`config.mk`:
```
export PLATFORM = sky130hd
export DESIGN_NAME = crc_framed_packet_encoder
export DESIGN_NICKNAME = d
export VERILOG_FILES = /design/src/rtl/core/crcfe_pkg.sv /design/src/rtl/core/crcfe_crc16.sv /design/src/rtl/core/crc_framed_packet_encoder.sv
export SDC_FILE = /design/constraint.sdc
export NUM_CORES = 1
export LEC_CHECK = 0
export BUFFER_PORTS_ARGS = -buffer_cell sky130_fd_sc_hd__buf_2
export CORE_MARGIN = 3
export CORE_UTILIZATION = 30
export CTS_CLUSTER_DIAMETER = 150
export DETAILED_ROUTE_END_ITERATION = 7
export PLACE_DENSITY = 0.49
export SLEW_MARGIN = 30
export SYNTH_ARGS = -nofsm -noshare
export SYNTH_HDL_FRONTEND = slang
export SYNTH_SLANG_ARGS = --single-unit
```
`constraint.sdc`:
```
create_clock -name clk -period 6.7 [get_ports clk]
set_clock_uncertainty 0.05 [all_clocks]
set_input_delay 0 -clock clk [delete_from_list [all_inputs] [get_ports clk]]
set_output_delay 0 -clock clk [all_outputs]
set_load 0.005 [all_outputs]
```
`src/rtl/core/crcfe_pkg.sv`:
```
// Shared types, constants and helper functions of the CRC-framed packet encoder.
`default_nettype none

package crcfe_pkg;

	localparam int MAX_PAYLOAD_DEF = 512;
	localparam int LEN_W = 10;
	localparam int HDR_BYTES = 13;

	localparam logic [7:0] SYNC0 = 8'hAA;
	localparam logic [7:0] SYNC1 = 8'h55;
	localparam logic [15:0] CRC_INIT = 16'hFFFF;
	localparam logic [15:0] CRC_POLY = 16'h1021;
	localparam logic [7:0] VERSION_RST = 8'h01;

	// Kind of the byte emitted in a cycle.
	localparam logic [2:0] KIND_HDR = 3'd0;
	localparam logic [2:0] KIND_DATA = 3'd1;
	localparam logic [2:0] KIND_CRC_HI = 3'd2;
	localparam logic [2:0] KIND_CRC_LO = 3'd3;
	localparam logic [2:0] KIND_ERR = 3'd4;

	// Header byte positions.
	localparam logic [3:0] H_SYNC0 = 4'd0;
	localparam logic [3:0] H_SYNC1 = 4'd1;
	localparam logic [3:0] H_VER = 4'd2;
	localparam logic [3:0] H_TYPE = 4'd3;
	localparam logic [3:0] H_FLAGS = 4'd4;
	localparam logic [3:0] H_SEQ_HI = 4'd5;
	localparam logic [3:0] H_SEQ_LO = 4'd6;
	localparam logic [3:0] H_LEN_HI = 4'd7;
	localparam logic [3:0] H_LEN_LO = 4'd8;
	localparam logic [3:0] H_TS_3 = 4'd9;
	localparam logic [3:0] H_TS_2 = 4'd10;
	localparam logic [3:0] H_TS_1 = 4'd11;
	localparam logic [3:0] H_TS_0 = 4'd12;

	typedef struct packed {
		logic upd;
		logic clr;
		logic [7:0] data;
	} crc_ctrl_t;

	// One byte of CRC-16/CCITT-FALSE, MSB first.
	function automatic logic [15:0] crc_byte(input logic [15:0] crc, input logic [7:0] data);
		logic [15:0] c;
		c = crc ^ {data, 8'h00};
		for (int k = 0; k < 8; k++) begin
			if (c[15]) begin
				c = {c[14:0], 1'b0} ^ CRC_POLY;
			end else begin
				c = {c[14:0], 1'b0};
			end
		end
		return c;
	endfunction

	function automatic logic [7:0] hdr_byte(
		input logic [3:0] idx,
		input logic [7:0] ver,
		input logic [7:0] mtype,
		input logic [7:0] flags,
		input logic [15:0] seq,
		input logic [LEN_W-1:0] len,
		input logic [31:0] ts
	);
		logic [15:0] len16;
		logic [7:0] b;
		len16 = {{(16-LEN_W){1'b0}}, len};
		unique case (idx)
			H_SYNC0: b = SYNC0;
			H_SYNC1: b = SYNC1;
			H_VER: b = ver;
			H_TYPE: b = mtype;
			H_FLAGS: b = flags;
			H_SEQ_HI: b = seq[15:8];
			H_SEQ_LO: b = seq[7:0];
			H_LEN_HI: b = len16[15:8];
			H_LEN_LO: b = len16[7:0];
			H_TS_3: b = ts[31:24];
			H_TS_2: b = ts[23:16];
			H_TS_1: b = ts[15:8];
			H_TS_0: b = ts[7:0];
			default: b = 8'h00;
		endcase
		return b;
	endfunction

endpackage

`default_nettype wire

```
`src/rtl/core/crcfe_crc16.sv`:
```
// Running CRC-16/CCITT-FALSE register over the emitted frame bytes.
`default_nettype none

module crcfe_crc16 (
	input wire logic clk,
	input wire logic arst_n,
	input wire crcfe_pkg::crc_ctrl_t ctrl,
	output logic [15:0] crc
);

	logic [15:0] crc_q;

	always_ff @(posedge clk or negedge arst_n) begin
		if (!arst_n) begin
			crc_q <= crcfe_pkg::CRC_INIT;
		end else if (ctrl.clr) begin
			crc_q <= crcfe_pkg::CRC_INIT;
		end else if (ctrl.upd) begin
			crc_q <= crcfe_pkg::crc_byte(crc_q, ctrl.data);
		end
	end

	assign crc = crc_q;

endmodule

`default_nettype wire

```
`src/rtl/core/crc_framed_packet_encoder.sv`:
```
// A request waits in the input register; its bytes leave through the output register.
// Throughput: one byte per cycle while out_stall is low. A frame's first request emits 13
// header bytes, then its data byte or, with no payload, the two CRC bytes; a later
// request its data byte; a last request adds the CRC bytes, a length error one zero byte.
// Reset clears the input and output valids, the byte counter and bytes left,
// sets the CRC to 0xFFFF and the protocol version to 1.
`default_nettype none

module crc_framed_packet_encoder #(
	parameter int MAX_PAYLOAD = crcfe_pkg::MAX_PAYLOAD_DEF
) (
	input wire logic clk,
	input wire logic arst_n,
	input wire logic cfg_we,
	input wire logic [7:0] cfg_wdata,
	input wire logic in_valid,
	output logic in_stall,
	input wire logic [7:0] msg_type,
	input wire logic [7:0] msg_flags,
	input wire logic [15:0] seq_number,
	input wire logic [31:0] time_stamp,
	input wire logic [crcfe_pkg::LEN_W-1:0] payload_length,
	input wire logic [7:0] payload_byte,
	output logic out_valid,
	input wire logic out_stall,
	output logic [7:0] out_byte,
	output logic frame_end,
	output logic length_error
);

	localparam int LW = crcfe_pkg::LEN_W;
	localparam logic [LW-1:0] MaxLen = LW'(MAX_PAYLOAD);
	localparam logic [3:0] HdrLen = 4'(crcfe_pkg::HDR_BYTES);

	logic [7:0] version_q;
	logic item_valid_s1;
	logic [7:0] msg_type_s1;
	logic [7:0] msg_flags_s1;
	logic [15:0] seq_number_s1;
	logic [31:0] time_stamp_s1;
	logic [LW-1:0] payload_length_s1;
	logic [7:0] payload_byte_s1;
	logic [3:0] pos_q;
	logic [LW-1:0] bytes_left_q;
	logic out_valid_q;
	logic [7:0] out_byte_q;
	logic frame_end_q;
	logic length_error_q;

	logic in_acc;
	logic adv;
	logic frame_start;
	logic len_err;
	logic data_present;
	logic last_item;
	logic [3:0] rel;
	logic [2:0] kind;
	logic done;
	logic [7:0] byte_nx;
	logic [15:0] crc;
	crcfe_pkg::crc_ctrl_t crc_ctrl;

	always_ff @(posedge clk or negedge arst_n) begin
		if (!arst_n) begin
			version_q <= crcfe_pkg::VERSION_RST;
		end else if (cfg_we) begin
			version_q <= cfg_wdata;
		end
	end

	assign adv = item_valid_s1 && (!out_valid_q || !out_stall);
	assign in_stall = item_valid_s1 && !(adv && done);
	assign in_acc = in_valid && !in_stall;

	// The held request's place in its frame is fixed until the request is finished.
	assign frame_start = (bytes_left_q == '0);
	assign len_err = frame_start && (payload_length_s1 > MaxLen);
	assign data_present = !frame_start || (payload_length_s1 != '0);
	assign last_item = frame_start ? (payload_length_s1 <= LW'(1)) : (bytes_left_q == LW'(1));
	assign rel = frame_start ? (pos_q - HdrLen) : pos_q;

	always_comb begin
		if (len_err) begin
			kind = crcfe_pkg::KIND_ERR;
		end else if (frame_start && (pos_q < HdrLen)) begin
			kind = crcfe_pkg::KIND_HDR;
		end else if (data_present) begin
			unique case (rel)
				4'd0: kind = crcfe_pkg::KIND_DATA;
				4'd1: kind = crcfe_pkg::KIND_CRC_HI;
				default: kind = crcfe_pkg::KIND_CRC_LO;
			endcase
		end else begin
			kind = (rel == 4'd0) ? crcfe_pkg::KIND_CRC_HI : crcfe_pkg::KIND_CRC_LO;
		end
	end

	always_comb begin
		unique case (kind)
			crcfe_pkg::KIND_HDR: byte_nx = crcfe_pkg::hdr_byte(pos_q, version_q,
				msg_type_s1, msg_flags_s1, seq_number_s1, payload_length_s1,
				time_stamp_s1);
			crcfe_pkg::KIND_DATA: byte_nx = payload_byte_s1;
			crcfe_pkg::KIND_CRC_HI: byte_nx = crc[15:8];
			crcfe_pkg::KIND_CRC_LO: byte_nx = crc[7:0];
			default: byte_nx = 8'h00;
		endcase
	end

	assign done = (kind == crcfe_pkg::KIND_ERR) || (kind == crcfe_pkg::KIND_CRC_LO) ||
		((kind == crcfe_pkg::KIND_DATA) && !last_item);

	assign crc_ctrl.upd = adv && ((kind == crcfe_pkg::KIND_HDR) || (kind == crcfe_pkg::KIND_DATA));
	assign crc_ctrl.clr = adv && ((kind == crcfe_pkg::KIND_CRC_LO) ||
		(kind == crcfe_pkg::KIND_ERR));
	assign crc_ctrl.data = byte_nx;

	crcfe_crc16 u_crc (
		.clk(clk),
		.arst_n(arst_n),
		.ctrl(crc_ctrl),
		.crc(crc)
	);

	always_ff @(posedge clk or negedge arst_n) begin
		if (!arst_n) begin
			item_valid_s1 <= 1'b0;
			pos_q <= '0;
			bytes_left_q <= '0;
			out_valid_q <= 1'b0;
		end else begin
			if (in_acc) begin
				item_valid_s1 <= 1'b1;
			end else if (adv && done) begin
				item_valid_s1 <= 1'b0;
			end
			if (adv) begin
				if (done) begin
					pos_q <= '0;
					if (!frame_start) begin
						bytes_left_q <= bytes_left_q - LW'(1);
					end else if (len_err || (payload_length_s1 == '0)) begin
						bytes_left_q <= '0;
					end else begin
						bytes_left_q <= payload_length_s1 - LW'(1);
					end
				end else begin
					pos_q <= pos_q + 4'd1;
				end
			end
			if (adv) begin
				out_valid_q <= 1'b1;
			end else if (!out_stall) begin
				out_valid_q <= 1'b0;
			end
		end
	end

	always_ff @(posedge clk) begin
		if (in_acc) begin
			msg_type_s1 <= msg_type;
			msg_flags_s1 <= msg_flags;
			seq_number_s1 <= seq_number;
			time_stamp_s1 <= time_stamp;
			payload_length_s1 <= payload_length;
			payload_byte_s1 <= payload_byte;
		end
		if (adv) begin
			out_byte_q <= byte_nx;
			frame_end_q <= (kind == crcfe_pkg::KIND_CRC_LO) || (kind == crcfe_pkg::KIND_ERR);
			length_error_q <= (kind == crcfe_pkg::KIND_ERR);
		end
	end

	assign out_valid = out_valid_q;
	assign out_byte = out_byte_q;
	assign frame_end = frame_end_q;
	assign length_error = length_error_q;

	// An error result is a single terminating zero byte.
	a_err_shape: assert property (@(posedge clk) disable iff (!arst_n)
		out_valid && length_error |-> frame_end && (out_byte == 8'h00))
		else $error("length error result malformed");

	// The CRC is back at its initial value once a frame or error is finished.
	a_crc_clear: assert property (@(posedge clk) disable iff (!arst_n)
		crc_ctrl.clr |=> (crc == crcfe_pkg::CRC_INIT))
		else $error("CRC not reinitialized after frame end");

	// A finished frame leaves the block ready for a new header.
	a_frame_done: assert property (@(posedge clk) disable iff (!arst_n)
		adv && (kind == crcfe_pkg::KIND_CRC_LO) |=> (bytes_left_q == '0) && (pos_q == '0))
		else $error("frame end did not return to frame start");

	// The input side is never stalled while the input register is empty.
	a_no_idle_stall: assert property (@(posedge clk) disable iff (!arst_n)
		!item_valid_s1 |-> !in_stall)
		else $error("stall while input register empty");

endmodule

`default_nettype wire

```
==> out/results.txt, run 1 <==
CP cell instances - inv_1 > ha_1 > or3b_1 > nor3_4 > mux2i_1 > nor3_4 > nor2_2 > nor3_1 > o2bb2ai_2 > nand2_1 > and2_1 > nor2b_4 > buf_12
Final Cycle Share - 74.27%
R2R setup slack - 1.72 ns
Post-synth EDFFs - 92
vias - 5266
Initial Utilization - 30.96%
num rows - 53
largest cells by area after synthesis - edfxtp_1 (42%), dfrtp_1 (8.7%), dfstp_2 (6.8%)
synth unique cells - 84
routed wire length per instance - 18.51 um
Max Slew Vio Count - 0
Setup-failing EPs final - 0
GR Util All Layers - 16.44%
layout cells sized above 1 - 26.82%
Longest Clk Path Bufs - 2
I/O Pins - 107
#FFs+latches synth - 132
die width - 154.5 um
Relative slew margins - 37.10%
Seq/Total Area, Yosys - 57.25%
post-DP HPWL - 12.70 mm
CP max stage cell - mux2i_1
CTS clock-pin slew for the worst setup and hold paths - 0.06 ns
status - finished clean
Detail Route Antenna Nets - 0
sw frac - 36.93%
Hold-fix buffers, CTS - 101
first-pass GRT wire length - 30.52 mm
routability cong. - 0.8035
Hold Worst Slack - 0.06642 ns
Worst path most repeated cell - nor3_4
Post-CTS Setup Inserts - 0
cell count after placement - 899
RSZ-0062 raised after global routing - no
CP required - 6.71 ns
Clock Latency Late Sink - 0.43 ns
Reg2Reg Depth - 13
drt drc - 0
initial antenna violation count - 0
fin crit period - 4.976 ns
Setup CP Type - flip-flop to flip-flop
Final Hold Vio Count - 0
Synth Instances - 542
PostCTS Resize Cnt - 0
starting DRC count in detailed routing - 335
r2r startpoint - bytes_left_q[0]
average cell area after synthesis - 12.20 sq um
Detailed Routing Iterations Pass 1 - 5
sequential power share - 34.6%
CP startpoint kind - flip-flop
PwrDens - 433.3 nW/um^2
YS warnings - 0
largest net degree at the start of global routing - 83
clock power share - 25.6%
worst ir drop on vdd - 0.2055 mV
CTS tree - done
core area - 21350 sq um
Fmax - 201.0 MHz
Sink Count - 132
die area - 23850 sq um
Non-Filler Instances - 1032
Synth Flop Type - edfxtp_1
H-tree depth reported by CTS - 4
area leader, netlist - edfxtp_1
vias in the first global route - 5474
final wirelength - 19.10 mm
worst flop-to-flop path endpoint - payload_length_s1[6]
CP endpoint kind - flip-flop
worst min path class - primary input to asynchronous set/reset pin
critical path fanouts, max - 82
DR vias/cell - 5.103
Syn Nets - 645
Fin Setup TNS - 0 ns
Synth top area share - 41.79%
synthesis-to-layout area growth - 36.96%
Static Leak - 3.429 nW
Worst Path Arrival - 4.98 ns
NetSw - 0.001449 W
asr flop ratio synth - 30.30%
Least-Margin Pin Slew - 0.9400 ns
TritonCTS Buffers - 17
Clk Tree Root Cell - clkbuf_16
die height - 154.5 um
fillers - 2029
Worst path max stage delay - 0.60 ns
Port Buffers - 106
Comb pwr share - 39.7%
cell area after synthesis - 6611 sq um
antenna cells - 0
grt ovf - 0
Internal Pwr Total - 0.002475 W
Nets - 847
max-cap viol count - 0
-- layout make-up --
cell class	instances	area, sq um	area share, %
timing repair buffer	210	1579	17.44
clock buffer	18	439.2	4.850
multi-input combinational	365	2643	29.18
inverter	18	67.56	0.7462
sequential	132	3785	41.80
tap	275	344.1	3.800
clock inverter	14	197.7	2.183
-- worst max-delay path by stage --
stage                          startpoint                    to  slack (ns)
after global placement    bytes_left_q[0]      seq_number_s1[5]        2.04
after detailed placement  bytes_left_q[1]        msg_type_s1[0]        1.82
after floorplan           bytes_left_q[0]       msg_flags_s1[0]        1.14
after CTS                 bytes_left_q[0]        msg_type_s1[3]        1.82
final                     bytes_left_q[0]  payload_length_s1[6]        1.72
after global routing      bytes_left_q[1]  payload_length_s1[6]        1.36
-- power groups by stage --
| stage | Clock [W] | Combinational (W) | Sequential, W |
|---|---|---|---|
| after floorplan | 0 | 0.00116 | 0.00133 |
| after global placement | 0 | 0.00149 | 0.00136 |
| after detailed placement | 0 | 0.00152 | 0.00137 |
| after CTS | 0.00103 | 0.00157 | 0.00136 |
| after global routing | 0.00107 | 0.00172 | 0.00139 |
| final | 0.00101 | 0.00156 | 0.00136 |
-- cell usage in the layout, fill, tap and decap left out, drive strengths merged, types with 6 or more instances in the layout --
cell           n
o211ai         6
nor2          29
xnor2         13
buf          109
xor2          10
clkbuf        18
mux2          12
a31oi          9
ha             8
a22o           9
a21oi         36
o21ai         41
nor3          12
mux2i         15
or3            6
o22ai          6
nand3         15
nor4           6
nand2         39
dfrtp         23
edfxtp        92
dfstp         17
a22oi         13
dlygate4sd3  101
inv           21
-- synthesized netlist by cell type (3+ instances only) --
cell type / count
a22oi_1: 13
dfrtp_1: 23
o22a_1: 5
a22o_1: 9
and3_1: 3
mux2i_1: 15
buf_2: 5
nand2_1: 37
a31oi_1: 5
xor2_1: 8
o22ai_1: 6
o211ai_1: 3
nand3_1: 15
clkbuf_1: 17
and2_1: 3
nor4_1: 4
or3_1: 5
nor2b_1: 3
dfstp_2: 17
mux2_2: 9
nor3_1: 10
a21oi_1: 34
nand2b_1: 4
ha_1: 8
a221oi_1: 4
o211a_1: 5
xnor2_1: 11
inv_1: 17
edfxtp_1: 92
o21ai_0: 32
nor2_1: 28
o41ai_1: 3
a31oi_2: 3
o21bai_1: 4
o21ai_1: 9
-- routing by layer --
metal,part of all wire (%),track usage [%]
met3,4.6,3.665
met5,0,0
met4,1.4,4.752
met1,46,21.86
met2,48,27.04
-- cells by family (layout without fill, tap and decap cells) --
logic type                 after synthesis  after routing  synth area share, %
AOI/OAI and AO/OA                      175            175                19.57
xor gates and xnor gates                23             23                3.501
adders and majority gates                8              8                1.514
buffers and inverters                   45            260                2.933
DFF                                    132            132                57.25
muxes                                   28             28                4.769
and+or+nand+nor                        131            131                10.47
-- sequential cells by signal, indices dropped and copies added, names as in the netlist --
signal / flops
msg_type_s1: 8
out_byte: 8
frame_end: 1
length_error: 1
time_stamp_s1: 32
payload_byte_s1: 8
payload_length_s1: 10
msg_flags_s1: 8
out_valid: 1
version_q: 8
item_valid_s1: 1
pos_q: 4
u_crc.crc: 16
seq_number_s1: 16
bytes_left_q: 10
-- critical path: cells and delay by family (launching register included) --
family                   cells  cell delay (ns)
AO/OA/AOI/OAI                1             0.31
multiplexers                 1             0.60
adder cells (fa/ha/maj)      1             0.22
buffers and inverters        2             0.43
flip-flops                   1             0.42
AND/OR/NAND/NOR              8             2.42
-- per-stage QoR --
step	util, %	cell area [sq um]	total power, W	setup WS (ns)
final	42.41	9055	0.003924	1.724
after floorplan	-	6614	0.002490	1.141
after global placement	34.67	7402	0.002855	2.038
after CTS	42.39	9052	0.003953	1.817
after detailed placement	34.68	7405	0.002885	1.823
after global routing	42.41	9055	0.004179	1.356
(Power assumes the default switching activity.)
==> run 2: changes to the inputs <==
- clock period: 6.7 -> 4.5 ns (I/O delays scaled with it)
==> run 2 against run 1 <==
Compared with the run above:
- critical path type unchanged
- highest routed layer unchanged
- combinational power rose by 55%
- via count increased by 0.11%
- critical path depth unchanged
==> out/results.txt, run 2 (synthesis results as in run 1) <==
status - finished clean
Worst Path Arrival - 4.33 ns
Detail Route Antenna Nets - 0
die area - 23850 sq um
CP endpoint kind - flip-flop
routed wire length per instance - 18.52 um
final wirelength - 19.32 mm
Post-Place Worst Slack - 0.2605 ns
DR vias/cell - 5.055
H-tree depth reported by CTS - 4
max-cap viol count - 0
Hold-fix buffers, CTS - 101
TritonCTS Buffers - 17
Sink Count - 132
PostCTS Resize Cnt - 0
initial antenna violation count - 0
setup ws final - 0.2204 ns
CTS clock-pin slew for the worst setup and hold paths - 0.06 ns
Setup-failing EPs final - 0
Port Buffers - 106
worst ir drop on vdd - 0.3148 mV
Reg with most FFs - time_stamp_s1
cell count after placement - 909
fin crit period - 4.280 ns
Fin Setup TNS - 0 ns
vias in the first global route - 5538
Non-Filler Instances - 1043
synthesis-to-layout area growth - 37.85%
PwrDens - 636.7 nW/um^2
CTS tree - done
Initial Utilization - 30.96%
CP required - 4.55 ns
antenna cells - 0
Clock Latency Late Sink - 0.42 ns
CP startpoint kind - flip-flop
design area - 9114 sq um
Post-CTS Setup Inserts - 0
drt drc - 0
placed cell areas - 7521 sq um
die height - 154.5 um
Setup CP Type - flip-flop to flip-flop
largest net degree at the start of global routing - 45
I/O Pins - 107
Max Slew Vio Count - 0
starting DRC count in detailed routing - 354
core area - 21350 sq um
Least-Margin Pin Slew - 0.8760 ns
Static Leak - 3.469 nW
vias - 5272
GR Util All Layers - 16.65%
Fmax - 233.7 MHz
first-pass GRT wire length - 31.09 mm
Final Hold Vio Count - 0
Largest register FFs - 32
Nets - 858
Clk Tree Root Cell - clkbuf_16
worst min path class - primary input to asynchronous set/reset pin
die width - 154.5 um
Relative slew margins - 41.60%
Longest Clk Path Bufs - 2
critical path fanouts, max - 44
num rows - 53
Final Cycle Share - 95.10%
RSZ-0062 raised after global routing - no
routability cong. - 0.8610
grt ovf - 0
Detailed Routing Iterations Pass 1 - 5
post-DP HPWL - 12.96 mm
most frequent cells in the layout - buf_2 (105), dlygate4sd3_1 (101), edfxtp_1 (92)
layout cells sized above 1 - 28.52%
commonest non-fill, non-tap cell in the layout - buf_2
==> run 2: cell type report <==
class | instances | area [sq um]
tap | 275 | 344.1
multi-input combinational | 365 | 2669
inverter | 18 | 67.56
timing repair buffer | 221 | 1678
clock inverter | 15 | 145.1
fill | 1992 | 12240
clock buffer | 17 | 425.4
sequential | 132 | 3785
==> run 2: final timing paths <==
check,cells after the start,slack [ns],startpoint,to
max,13,0.22,bytes_left_q[0],time_stamp_s1[24]
max in group asynchronous,2,3.88,arst_n,version_q[7]
min,2,0.11,arst_n,bytes_left_q[3]
min reg2reg,1,0.47,item_valid_s1,out_valid
max reg2reg,13,0.22,bytes_left_q[0],time_stamp_s1[24]
min in group clk,2,0.23,seq_number[1],seq_number_s1[1]
==> run 2: per-layer routing <==
metal	vias up	global-route usage (%)	share of wire, %
met5	-	0	0
met4	0	4.710	1.1
met3	15	2.966	4.0
met2	154	27.48	49
met1	2589	22.59	46
li1	2514	-	-
==> run 2: worst max-delay path, cell delays in order (launching register included) <==
cell	delay (ns)
dfrtp_1	0.44
inv_2	0.10
ha_2	0.20
or3b_1	0.51
nor3_4	0.49
mux2i_2	0.42
nor3_4	0.11
nor2_4	0.27
nor3_1	0.11
o2bb2ai_2	0.34
nand2_2	0.20
and2_4	0.22
nor2b_4	0.18
buf_12	0.26
==> run 2: where the power goes <==
part           switching, W  total, W  internal, W
sequential         0.000248   0.00202      0.00177
combinational       0.00140   0.00242      0.00102
clock              0.000582   0.00136     0.000774
==> run 2: per-stage QoR <==
step                      hold slack [ns]  power [W]  utilization, %
after floorplan                   -0.3456   0.003735               -
after global placement             0.1287   0.004344           35.21
after detailed placement          0.01244   0.004395           35.22
after CTS                          0.1161   0.005844           42.63
after global routing               0.1316   0.006154           42.68
final                              0.1070   0.005803           42.68
